===== src/rtl/core/skf_pkg.sv =====
// ----------------------------------------------------------------------------
// skf_pkg
// Shared types and codes for the scalar kalman filter: sequencer states and
// configuration register indexes.
// ----------------------------------------------------------------------------
package skf_pkg;

  typedef enum logic [2:0] {
    ST_IDLE,
    ST_MUL_EST,
    ST_EST,
    ST_MUL_P,
    ST_DIV_K,
    ST_DIV_P
  } skf_state_t;

  typedef logic [0:0] skf_cfg_idx_t;

  localparam skf_cfg_idx_t CFG_PROCESS_NOISE     = 1'b0;
  localparam skf_cfg_idx_t CFG_MEASUREMENT_NOISE = 1'b1;

endpackage


===== src/rtl/core/skf_div.sv =====
// ----------------------------------------------------------------------------
// skf_div
// Restoring unsigned divider, one quotient bit per cycle. The caller
// guarantees the quotient fits in QW bits (upper numerator part below den).
// ----------------------------------------------------------------------------
module skf_div #(
  parameter int NW = 42,
  parameter int DW = 22,
  parameter int QW = 20
) (
  input  logic          clk,
  input  logic          rst_n,
  input  logic          start,
  input  logic [NW-1:0] num,
  input  logic [DW-1:0] den,
  output logic          done,
  output logic [QW-1:0] quot
);

  localparam int CW = $clog2(QW);

  logic [DW-1:0] rem_r;
  logic [QW-1:0] acc_r;
  logic [CW-1:0] cnt_r;
  logic          busy_r;
  logic          done_r;

  logic [DW:0]   trial;
  logic [DW:0]   sub;
  logic          ge;
  logic          last;
  logic [DW-1:0] rem_step;
  logic [QW-1:0] acc_step;

  always_comb begin
    trial    = {rem_r, acc_r[QW-1]};
    sub      = trial - {1'b0, den};
    ge       = trial >= {1'b0, den};
    rem_step = ge ? sub[DW-1:0] : trial[DW-1:0];
    acc_step = {acc_r[QW-2:0], ge};
    last     = cnt_r == CW'(QW - 1);
  end

  always_ff @(posedge clk) begin
    if (!rst_n) begin
      busy_r <= 1'b0;
      done_r <= 1'b0;
      cnt_r  <= '0;
    end else begin
      done_r <= busy_r && last;
      if (start) begin
        busy_r <= 1'b1;
        cnt_r  <= '0;
      end else if (busy_r) begin
        cnt_r <= cnt_r + CW'(1);
        if (last) begin
          busy_r <= 1'b0;
        end
      end
    end
  end

  always_ff @(posedge clk) begin
    if (start) begin
      rem_r <= num[NW-1:QW];
      acc_r <= num[QW-1:0];
    end else if (busy_r) begin
      rem_r <= rem_step;
      acc_r <= acc_step;
    end
  end

  assign done = done_r;
  assign quot = acc_r;

endmodule


===== src/rtl/core/skf_mul.sv =====
// ----------------------------------------------------------------------------
// skf_mul
// Shared signed multiplier with a registered product that holds while the
// enable is low.
// ----------------------------------------------------------------------------
module skf_mul #(
  parameter int AW = 21,
  parameter int BW = 22
) (
  input  logic                 clk,
  input  logic                 en,
  input  logic signed [AW-1:0] a,
  input  logic signed [BW-1:0] b,
  output logic signed [AW+BW-1:0] p
);

  logic signed [AW+BW-1:0] p_r;

  always_ff @(posedge clk) begin
    if (en) begin
      p_r <= a * b;
    end
  end

  assign p = p_r;

endmodule


===== src/rtl/core/scalar_kalman_filter.sv =====
// ----------------------------------------------------------------------------
// scalar_kalman_filter
// out_valid rises after ST_MUL_EST and ST_EST, the estimate being loaded in
// ST_EST once the output is not stalled. A sample is taken only in ST_IDLE;
// the bit-serial divider then runs for the gain and variance unless p+q+r is 0.
// Reset (synchronous): estimate 0, variance 1.0, gain 0, Q 0, R 0.2.
// ----------------------------------------------------------------------------
module scalar_kalman_filter #(
  parameter int SAMPLE_WIDTH  = 16,
  parameter int VAR_FRAC_BITS = 16
) (
  input  logic                           clk,
  input  logic                           rst_n,
  input  logic                           cfg_we,
  input  skf_pkg::skf_cfg_idx_t          cfg_index,
  input  logic [VAR_FRAC_BITS+3:0]       cfg_wdata,
  input  logic                           in_valid,
  output logic                           in_stall,
  input  logic signed [SAMPLE_WIDTH-1:0] in_sample,
  output logic                           out_valid,
  input  logic                           out_stall,
  output logic signed [SAMPLE_WIDTH-1:0] out_estimate
);

  localparam int SW = SAMPLE_WIDTH;
  localparam int F  = VAR_FRAC_BITS;
  localparam int VW = F + 4;
  localparam int DW = VW + 2;
  localparam int QW = VW;
  localparam int NW = DW + QW;
  localparam int MA = (SW + 1 > VW + 1) ? SW + 1 : VW + 1;
  localparam int MB = VW + 2;
  localparam int PW = MA + MB;
  localparam int EW = PW + 1;

  localparam logic [F:0]    GAIN_ONE = (F+1)'(1) << F;
  localparam logic [VW-1:0] VAR_ONE  = VW'(1) << F;
  localparam logic [VW-1:0] R_RESET  = VW'(((64'd2 << F) + 64'd5) / 64'd10);
  localparam logic signed [EW-1:0] EST_MAX = EW'((64'sd1 <<< (SW - 1)) - 64'sd1);
  localparam logic signed [EW-1:0] EST_MIN = EW'(-(64'sd1 <<< (SW - 1)));
  localparam logic signed [EW-1:0] HALF    = EW'(1) <<< (F - 1);

  skf_pkg::skf_state_t state_r, state_nxt;

  logic [VW-1:0]          q_r, r_r;
  logic signed [SW-1:0]   x_r, x_nxt;
  logic [VW-1:0]          p_r, p_nxt;
  logic [F:0]             k_r, k_nxt;
  logic signed [SW-1:0]   sample_r;
  logic [VW:0]            s_r;
  logic [DW-1:0]          d_r;
  logic signed [SW-1:0]   out_r;
  logic                   out_valid_r, out_valid_nxt;

  logic                   accept;
  logic                   out_load;
  logic                   mul_en;
  logic signed [MA-1:0]   mul_a;
  logic signed [MB-1:0]   mul_b;
  logic signed [PW-1:0]   mul_p;
  logic signed [SW:0]     diff;
  logic signed [EW-1:0]   est_acc;
  logic signed [EW-1:0]   est_sh;
  logic signed [SW-1:0]   est_sat;
  logic                   div_start;
  logic [NW-1:0]          div_num;
  logic                   div_done;
  logic [QW-1:0]          div_quot;

  assign accept   = in_valid && (state_r == skf_pkg::ST_IDLE);
  assign in_stall = state_r != skf_pkg::ST_IDLE;
  assign diff     = (SW+1)'(sample_r) - (SW+1)'(x_r);

  always_comb begin
    est_acc = (EW'(x_r) <<< F) + EW'(mul_p) + HALF;
    est_sh  = est_acc >>> F;
    if (est_sh > EST_MAX) begin
      est_sat = EST_MAX[SW-1:0];
    end else if (est_sh < EST_MIN) begin
      est_sat = EST_MIN[SW-1:0];
    end else begin
      est_sat = est_sh[SW-1:0];
    end
  end

  always_comb begin
    state_nxt = state_r;
    x_nxt     = x_r;
    p_nxt     = p_r;
    k_nxt     = k_r;
    out_load  = 1'b0;
    mul_en    = 1'b0;
    mul_a     = MA'(diff);
    mul_b     = $signed(MB'(k_r));
    div_start = 1'b0;
    div_num   = (NW'(s_r) << F) + NW'(d_r >> 1);
    unique case (state_r)
      skf_pkg::ST_IDLE: begin
        if (in_valid) begin
          state_nxt = skf_pkg::ST_MUL_EST;
        end
      end
      skf_pkg::ST_MUL_EST: begin
        mul_en    = 1'b1;
        state_nxt = skf_pkg::ST_EST;
      end
      skf_pkg::ST_EST: begin
        if (!out_valid_r || !out_stall) begin
          out_load  = 1'b1;
          x_nxt     = est_sat;
          state_nxt = skf_pkg::ST_MUL_P;
        end
      end
      skf_pkg::ST_MUL_P: begin
        mul_en = 1'b1;
        mul_a  = $signed(MA'(r_r));
        mul_b  = $signed(MB'(s_r));
        if (d_r == '0) begin
          k_nxt     = GAIN_ONE;
          p_nxt     = '0;
          state_nxt = skf_pkg::ST_IDLE;
        end else begin
          div_start = 1'b1;
          state_nxt = skf_pkg::ST_DIV_K;
        end
      end
      skf_pkg::ST_DIV_K: begin
        div_num = mul_p[NW-1:0] + NW'(d_r >> 1);
        if (div_done) begin
          k_nxt     = (div_quot > QW'(GAIN_ONE)) ? GAIN_ONE : div_quot[F:0];
          div_start = 1'b1;
          state_nxt = skf_pkg::ST_DIV_P;
        end
      end
      skf_pkg::ST_DIV_P: begin
        if (div_done) begin
          p_nxt     = div_quot;
          state_nxt = skf_pkg::ST_IDLE;
        end
      end
      default: begin
        state_nxt = skf_pkg::ST_IDLE;
      end
    endcase
  end

  always_comb begin
    if (out_load) begin
      out_valid_nxt = 1'b1;
    end else begin
      out_valid_nxt = out_valid_r && out_stall;
    end
  end

  always_ff @(posedge clk) begin
    if (!rst_n) begin
      state_r     <= skf_pkg::ST_IDLE;
      out_valid_r <= 1'b0;
      q_r         <= '0;
      r_r         <= R_RESET;
      x_r         <= '0;
      p_r         <= VAR_ONE;
      k_r         <= '0;
    end else begin
      state_r     <= state_nxt;
      out_valid_r <= out_valid_nxt;
      x_r         <= x_nxt;
      p_r         <= p_nxt;
      k_r         <= k_nxt;
      if (cfg_we) begin
        unique case (cfg_index)
          skf_pkg::CFG_PROCESS_NOISE:     q_r <= cfg_wdata;
          skf_pkg::CFG_MEASUREMENT_NOISE: r_r <= cfg_wdata;
          default: ;
        endcase
      end
    end
  end

  always_ff @(posedge clk) begin
    if (accept) begin
      sample_r <= in_sample;
    end
    if (state_r == skf_pkg::ST_MUL_EST) begin
      s_r <= (VW+1)'(p_r) + (VW+1)'(q_r);
      d_r <= DW'(p_r) + DW'(q_r) + DW'(r_r);
    end
    if (out_load) begin
      out_r <= est_sat;
    end
  end

  skf_mul #(
    .AW(MA),
    .BW(MB)
  ) u_mul (
    .clk (clk),
    .en  (mul_en),
    .a   (mul_a),
    .b   (mul_b),
    .p   (mul_p)
  );

  skf_div #(
    .NW(NW),
    .DW(DW),
    .QW(QW)
  ) u_div (
    .clk   (clk),
    .rst_n (rst_n),
    .start (div_start),
    .num   (div_num),
    .den   (d_r),
    .done  (div_done),
    .quot  (div_quot)
  );

  assign out_valid    = out_valid_r;
  assign out_estimate = out_r;

endmodule


===== config.mk =====
export PLATFORM = sky130hd
export DESIGN_NAME = scalar_kalman_filter
export DESIGN_NICKNAME = d
export VERILOG_FILES = /design/src/rtl/core/skf_pkg.sv /design/src/rtl/core/skf_div.sv /design/src/rtl/core/skf_mul.sv /design/src/rtl/core/scalar_kalman_filter.sv
export SDC_FILE = /design/constraint.sdc
export NUM_CORES = 2
export LEC_CHECK = 0
export BUFFER_PORTS_ARGS = -buffer_cell sky130_fd_sc_hd__buf_4
export CORE_ASPECT_RATIO = 1.4
export CORE_MARGIN = 2
export CORE_UTILIZATION = 52
export CTS_CLUSTER_SIZE = 24
export DETAILED_ROUTE_END_ITERATION = 6
export GPL_ROUTABILITY_DRIVEN = 0
export PLACE_DENSITY = 0.69
export SYNTH_ARGS = -nofsm -noshare
export SYNTH_HDL_FRONTEND = slang
export SYNTH_SLANG_ARGS = --single-unit

===== constraint.sdc =====
create_clock -name clk -period 17.2 [get_ports clk]
set_clock_uncertainty 0.15 [all_clocks]
set_input_delay 0.86 -clock clk [delete_from_list [all_inputs] [get_ports clk]]
set_output_delay 0.86 -clock clk [all_outputs]
set_load 0.02 [all_outputs]

Word level (Yosys, flattened, before mapping)
Index checks and enable logic that the tools add are counted.
{"block": "totals", "ff_bits": 264, "latchBits": 0, "mem_bits_rw": 0, "mem_bits_ro": 0, "input_bits": 42, "output_inout_bits": 18, "wordCells": 98, "n_memories": 0}
{"block": "op_classes", "n_addsub": 10, "mul": 1, "n_div": 0, "magnitude_cmp": 4, "n_eq_ne": 11, "n_shift": 0, "n_mux": 33, "bitwise": 2, "n_reduce_logical": 20}
{"operator": "$mux W20", "n": 4}
{"operator": "$mux W22", "n": 3}
{"operator": "$mux W17", "n": 3}
{"operator": "$add A32 B43 Y44", "n": 1}
{"operator": "$add A44 B17 Y44 const B", "n": 1}
{"operator": "$mul A21 B22 Y43", "n": 1}
{"operator": "$add A20 B20 Y21", "n": 2}
{"operator": "$add A42 B21 Y42", "n": 1}
{"operator": "$mux W21", "n": 2}
{"operator": "$mux W42", "n": 1}
{"operator": "$pmux W20 S2", "n": 1}
{"operator": "$add A37 B21 Y38", "n": 1}
{"operator": "$pmux W17 S2", "n": 1}
{"operator": "$mux W16", "n": 2}
{"operator": "$gt A28 B16 Y1 const B", "n": 1}
{"operator": "$lt A28 B16 Y1 const B", "n": 1}
{"operator": "$ge A23 B22 Y1", "n": 1}
{"operator": "$add A21 B20 Y22", "n": 1}
{"operator": "$logic_not A22 Y1", "n": 1}
{"operator": "$sub A22 B22 Y22", "n": 1}
{"operator": "$gt A20 B17 Y1 const B", "n": 1}
{"operator": "$pmux W3 S6", "n": 1}
{"operator": "$sub A16 B16 Y17", "n": 1}
{"operator": "$mux W3", "n": 5}
{"operator": "20 further kinds", "n": 43}

Longest topological paths before layout
{"block": "logic_depth", "word_depth": 5, "ltp_mapped": 40, "depth_no_buf": 39}

Hierarchy
Synthesis repeated with hierarchy kept, for this count alone.
{"block": "unflattened", "hier_cells": 3912, "hier_area_um2": 35283.8}
{"module": "skf_mul", "instances": 1, "cells_each": 1970, "area_each_um2": 18485.2, "seq_area_each_um2": 1291.2}
{"module": "scalar_kalman_filter", "instances": 1, "cells_each": 1594, "area_each_um2": 13327.8, "seq_area_each_um2": 4194.0}
{"module": "skf_div", "instances": 1, "cells_each": 348, "area_each_um2": 3470.8, "seq_area_each_um2": 1401.3}

Least setup slack after synthesis
Ideal clock, no wire load.
{"block": "synth_timing", "path_kind": "reg2reg", "start": "register x_r[0]", "end": "register u_mul.p_r[38] (netlist: u_mul.p[38]) (data pin)", "setup_ns": 0.259, "t_arrival_ns": 9.093, "required_time_ns": 16.791, "path_slack_ns": 7.698, "path_stages_with_launch": 38, "path_buffers": 1, "synth_period_minus_slack_ns": 9.502, "path_cell_list": "dfxtp_1 -> ha_1 -> inv_1 -> fa_1 -> a21o_1 -> a21oi_1 -> o21bai_1 -> a21o_1 -> a21oi_1 -> o21ai_0 -> o41a_1 -> xnor2_1 -> o21ai_1 -> clkbuf_1 -> nand2_1 -> fa_1 -> inv_1 -> fa_1 -> [2 not listed] -> inv_1 -> fa_1 -> fa_1 -> fa_1 -> inv_1 -> fa_1 -> inv_1 -> ha_1 -> a21o_1 -> a21o_1 -> a21oi_1 -> a2bb2oi_1 -> a31oi_1 -> a311oi_1 -> a21oi_1 -> nor2_1 -> o21ai_0 -> xnor2_1"}
{"block": "synth_via", "elab_chain_cells": 3}
{"element": "start, declared", "line": "scalar_kalman_filter.sv:46", "rtl": "logic signed [SW-1:0] x_r, x_nxt;"}
{"element": "start signal, assigned", "line": "scalar_kalman_filter.sv:167", "rtl": "x_r <= x_nxt;"}
{"element": "$sub A16 B16 Y17", "line": "scalar_kalman_filter.sv:72", "rtl": "assign diff = (SW+1)'(sample_r) - (SW+1)'(x_r);"}
{"element": "$mux W21", "line": "scalar_kalman_filter.sv:97", "rtl": "unique case (state_r)"}
{"element": "$mul A21 B22 Y43", "line": "skf_mul.sv:21", "rtl": "p_r <= a * b;"}
{"element": "end signal, assigned", "line": "skf_mul.sv:21"}
{"element": "end, declared", "line": "skf_mul.sv:17", "rtl": "logic signed [AW+BW-1:0] p_r;"}
No other way between the ends.
A chain may end at the register's enable or synchronous reset.

Worst setup path in the final report
Ends and elaborated chain as after synthesis.

==> impl_metrics.yaml <==
critical_path:
  worstSetupPathType: "reg -> reg"
  reg2reg_from: "x_r[0]"
  crit_start: "x_r[0]"
  critPathMostFrequentCell: "fa_1"
  timing.reg2reg.setup_slack_ps: 6560
  slowest_stage: "buf_4"
  arrival_ps: 10820
  cpPeakStageDelay_ps: 600
  crit_path_start_kind: "register"
  critPathCapture: "u_mul.p[38]"
  required_ps: 17380
  r2r-end: "u_mul.p[38]"
  cp_max_fo: 66
  endpoint_kind: "register"
  ff2ff_path_depth: 33
route:
  finalWirelength_mm: 99.6
  route.met3.wl_mm: 7.47
  vias_per_cell: 5.89
  top_layer: "met4"
  ant_nets: 0
  route.detailed.drc: 0
  route.met2.wl_mm: 47.0
  first_iter_violations: 2278
  avgRoutedWirePerCell_um: 22.0
  vias: 26624
  met1_length_mm: 37.9
  firstDrtPassIters: 6
sta:
  report.final.slew_viol_count: 0
  fin_crit_ps: 10640
  clock.fmax_ghz: 0.0940
  rsz0062_at_grt: "no"
  hold_violations: 0
  worst_slew_pin_slew_ps: 1290
  tns_ps: 0
  setup_violations: 0
  maxSlewHeadroom: 0.135
  final.period_utilization: 0.619
outcome:
  status: "finished, final reports clean"
power_and_ir_drop:
  power_frac_comb: 0.654
  leakagePower_nw: 16.3
  sequentialPowerShare: 0.224
  p_sw_frac: 0.518
  p_switching_w: 0.00266
  clock_power_share: 0.122
  vdd_drop_max_mv: 0.116
  power_density_nw_per_um2: 147
  internal_power_w: 0.00247
clock_tree:
  cts_tree: "done"
  hold_buffers: 0
  cts_sinks: 264
  postCtsSetupBuffers: 0
  insertion_delay_ps: 600
  cts_buffer_depth: 3
  htreeDepth: 1
  cts.clk_slew.worst_paths_ps: 60
  clockRootBuffer: "clkbuf_16"
  cts_buffers: 27
  post_cts_resized: 0
synthesis:
  syn-cell-area_um2: 32800
  synth_area_per_cell_um2: 8.89
  yosys_warnings: 0
  ys_types: 87
  yosysSeqAreaShare: 0.210
  ys.flop_type: "edfxtp_1"
  ys_ff_latch: 264
  synth_nets: 4425
  synthCells: 3689
  synth_edf_count: 160
  ys_async_sr_fraction: 0
layout:
  area_growth_pct: 6.60
  fillerInstances: 5724
  diodes: 0
  num-nets-final: 4414
  stdcell_area_um2: 34900
  drive_above_1_share: 0.0549
floorplanning:
  num_rows: 108
  start_util: 0.527
  die-area_um2: 65100
  die_x_um: 216
  ios: 60
  die_h_um: 301
  core_area_um2: 62200
global_route:
  grt_overflow: 0
  grt_pass1_wl_mm: 155
  globalRouteTotalUtil: 0.311
  antenna_found_initial: 0
  grt_pass1_vias: 27004
  grt_max_degree: 87
worst_hold_path:
  hp-class: "in -> reg"
  min_path_cells: 1
run:
  cap_viol_max_count: 0
placed_design:
  io_buffers: 59
  hpwl_mm: 79.9
  placedInstanceArea_um2: 34000
## critical path, delay by kind of cell (launching register included)
kind / cells / cell delay (ps)
xor+xnor: 1 / 150
buf+inv: 5 / 1230
fa+ha+maj: 10 / 4570
compound gates: 15 / 3330
simple gates: 2 / 520
flops: 1 / 400
## kinds of logic (layout without fill, tap and decap cells)
| family | after synthesis | in the layout | synth area share |
|---|---|---|---|
| multiplexers | 18 | 18 | 0.00569 |
| AO/OA/AOI/OAI | 722 | 722 | 0.147 |
| XOR/XNOR | 173 | 173 | 0.0462 |
| flip-flops | 264 | 264 | 0.210 |
| AND/OR/NAND/NOR | 1106 | 1106 | 0.155 |
| adder cells (fa/ha/maj) | 694 | 694 | 0.353 |
| buffers and inverters | 712 | 722 | 0.0829 |
## through the flow
step	utilization	std cells	setup slack [ps]	total power, W	hold WS, ps
finish	0.562	4524	6560	0.00512	318
global route	0.562	4524	5670	0.00554	307
CTS	0.562	4524	6570	0.00509	305
detailed placement	0.548	4474	6580	0.00444	334
global placement	0.548	4474	6740	0.00441	326
floorplan	-	3689	7700	0.00344	307
## worst min path at each step
stage,endpoint,startpoint
2_1_floorplan,u_div.done,u_div.cnt_r[4]
3_3_place_gp,q_r[0],q_r[0]
3_5_place_dp,u_div.done,u_div.cnt_r[4]
4_1_cts,sample_r[2],in_sample[2]
5_1_grt,sample_r[2],in_sample[2]
6_report,sample_r[2],in_sample[2]
## power by group through the flow
stage	logic (W)	registers (W)	clock network, W
floorplan	0.00242	0.00102	0
global placement	0.00326	0.00115	0
detailed placement	0.00329	0.00115	0
CTS	0.00332	0.00114	0.000632
global route	0.00374	0.00115	0.000652
finish	0.00335	0.00115	0.000626
## cell usage after synthesis (26+ instances only)
cell      instances  area share
nand3_1          86       0.013
a22oi_1          58       0.013
and3_1           38      0.0073
xnor2_1         109       0.029
nand2_1         513       0.059
dfxtp_1         104       0.064
fa_1            386        0.24
nor2b_1          59       0.011
xor2_1           64       0.017
edfxtp_1        160        0.15
clkbuf_1        122       0.014
o21ai_0         113       0.017
nand2b_1         26      0.0050
and2_1           83       0.016
ha_1            308        0.12
a21boi_0         57       0.013
a22o_1           34      0.0091
a21oi_1         189       0.029
inv_1           570       0.065
o22ai_1          32      0.0061
nor2_1          187       0.021
a21o_1           61       0.014
nor3_1           29      0.0044
## cell type report
type	instances	area, um^2	share of cell area
well taps	825	1030	0.0295
clock inverters	20	226	0.00648
repair buffers	100	751	0.0215
flip-flops and latches	264	6890	0.197
clock buffers	30	687	0.0197
inverters	572	2150	0.0614
multi-input cells	2713	23200	0.664
## layout by cell type, fill, tap and decap left out, types with 58 or more instances in the layout
master / n
a21o_1: 61
ha_1: 308
inv_1: 570
fa_1: 386
a22oi_1: 58
xor2_1: 64
nor2_1: 186
nand3_1: 86
o21ai_0: 113
a21oi_1: 189
xnor2_1: 109
nand2_1: 513
and2_1: 83
edfxtp_1: 160
dfxtp_1: 104
buf_4: 100
## state kept, by name, summed over array words and instances, names as in the netlist, 16 cells and up
| register | cells |
|---|---|
| d_r | 22 |
| k_r | 17 |
| out_estimate | 16 |
| p_r | 20 |
| q_r | 20 |
| r_r | 20 |
| s_r | 21 |
| sample_r | 16 |
| u_div.quot | 20 |
| u_div.rem_r | 22 |
| u_mul.p | 43 |
| x_r | 16 |
## metal layers
| layer | up-vias | global-route usage |
|---|---|---|
| met3 | 290 | 0.0371 |
| met4 | 0 | 0.184 |
| met2 | 1105 | 0.521 |
| met5 | - | 0 |
| met1 | 13027 | 0.387 |
| li1 | 12202 | - |
(Power assumes the default switching activity.)
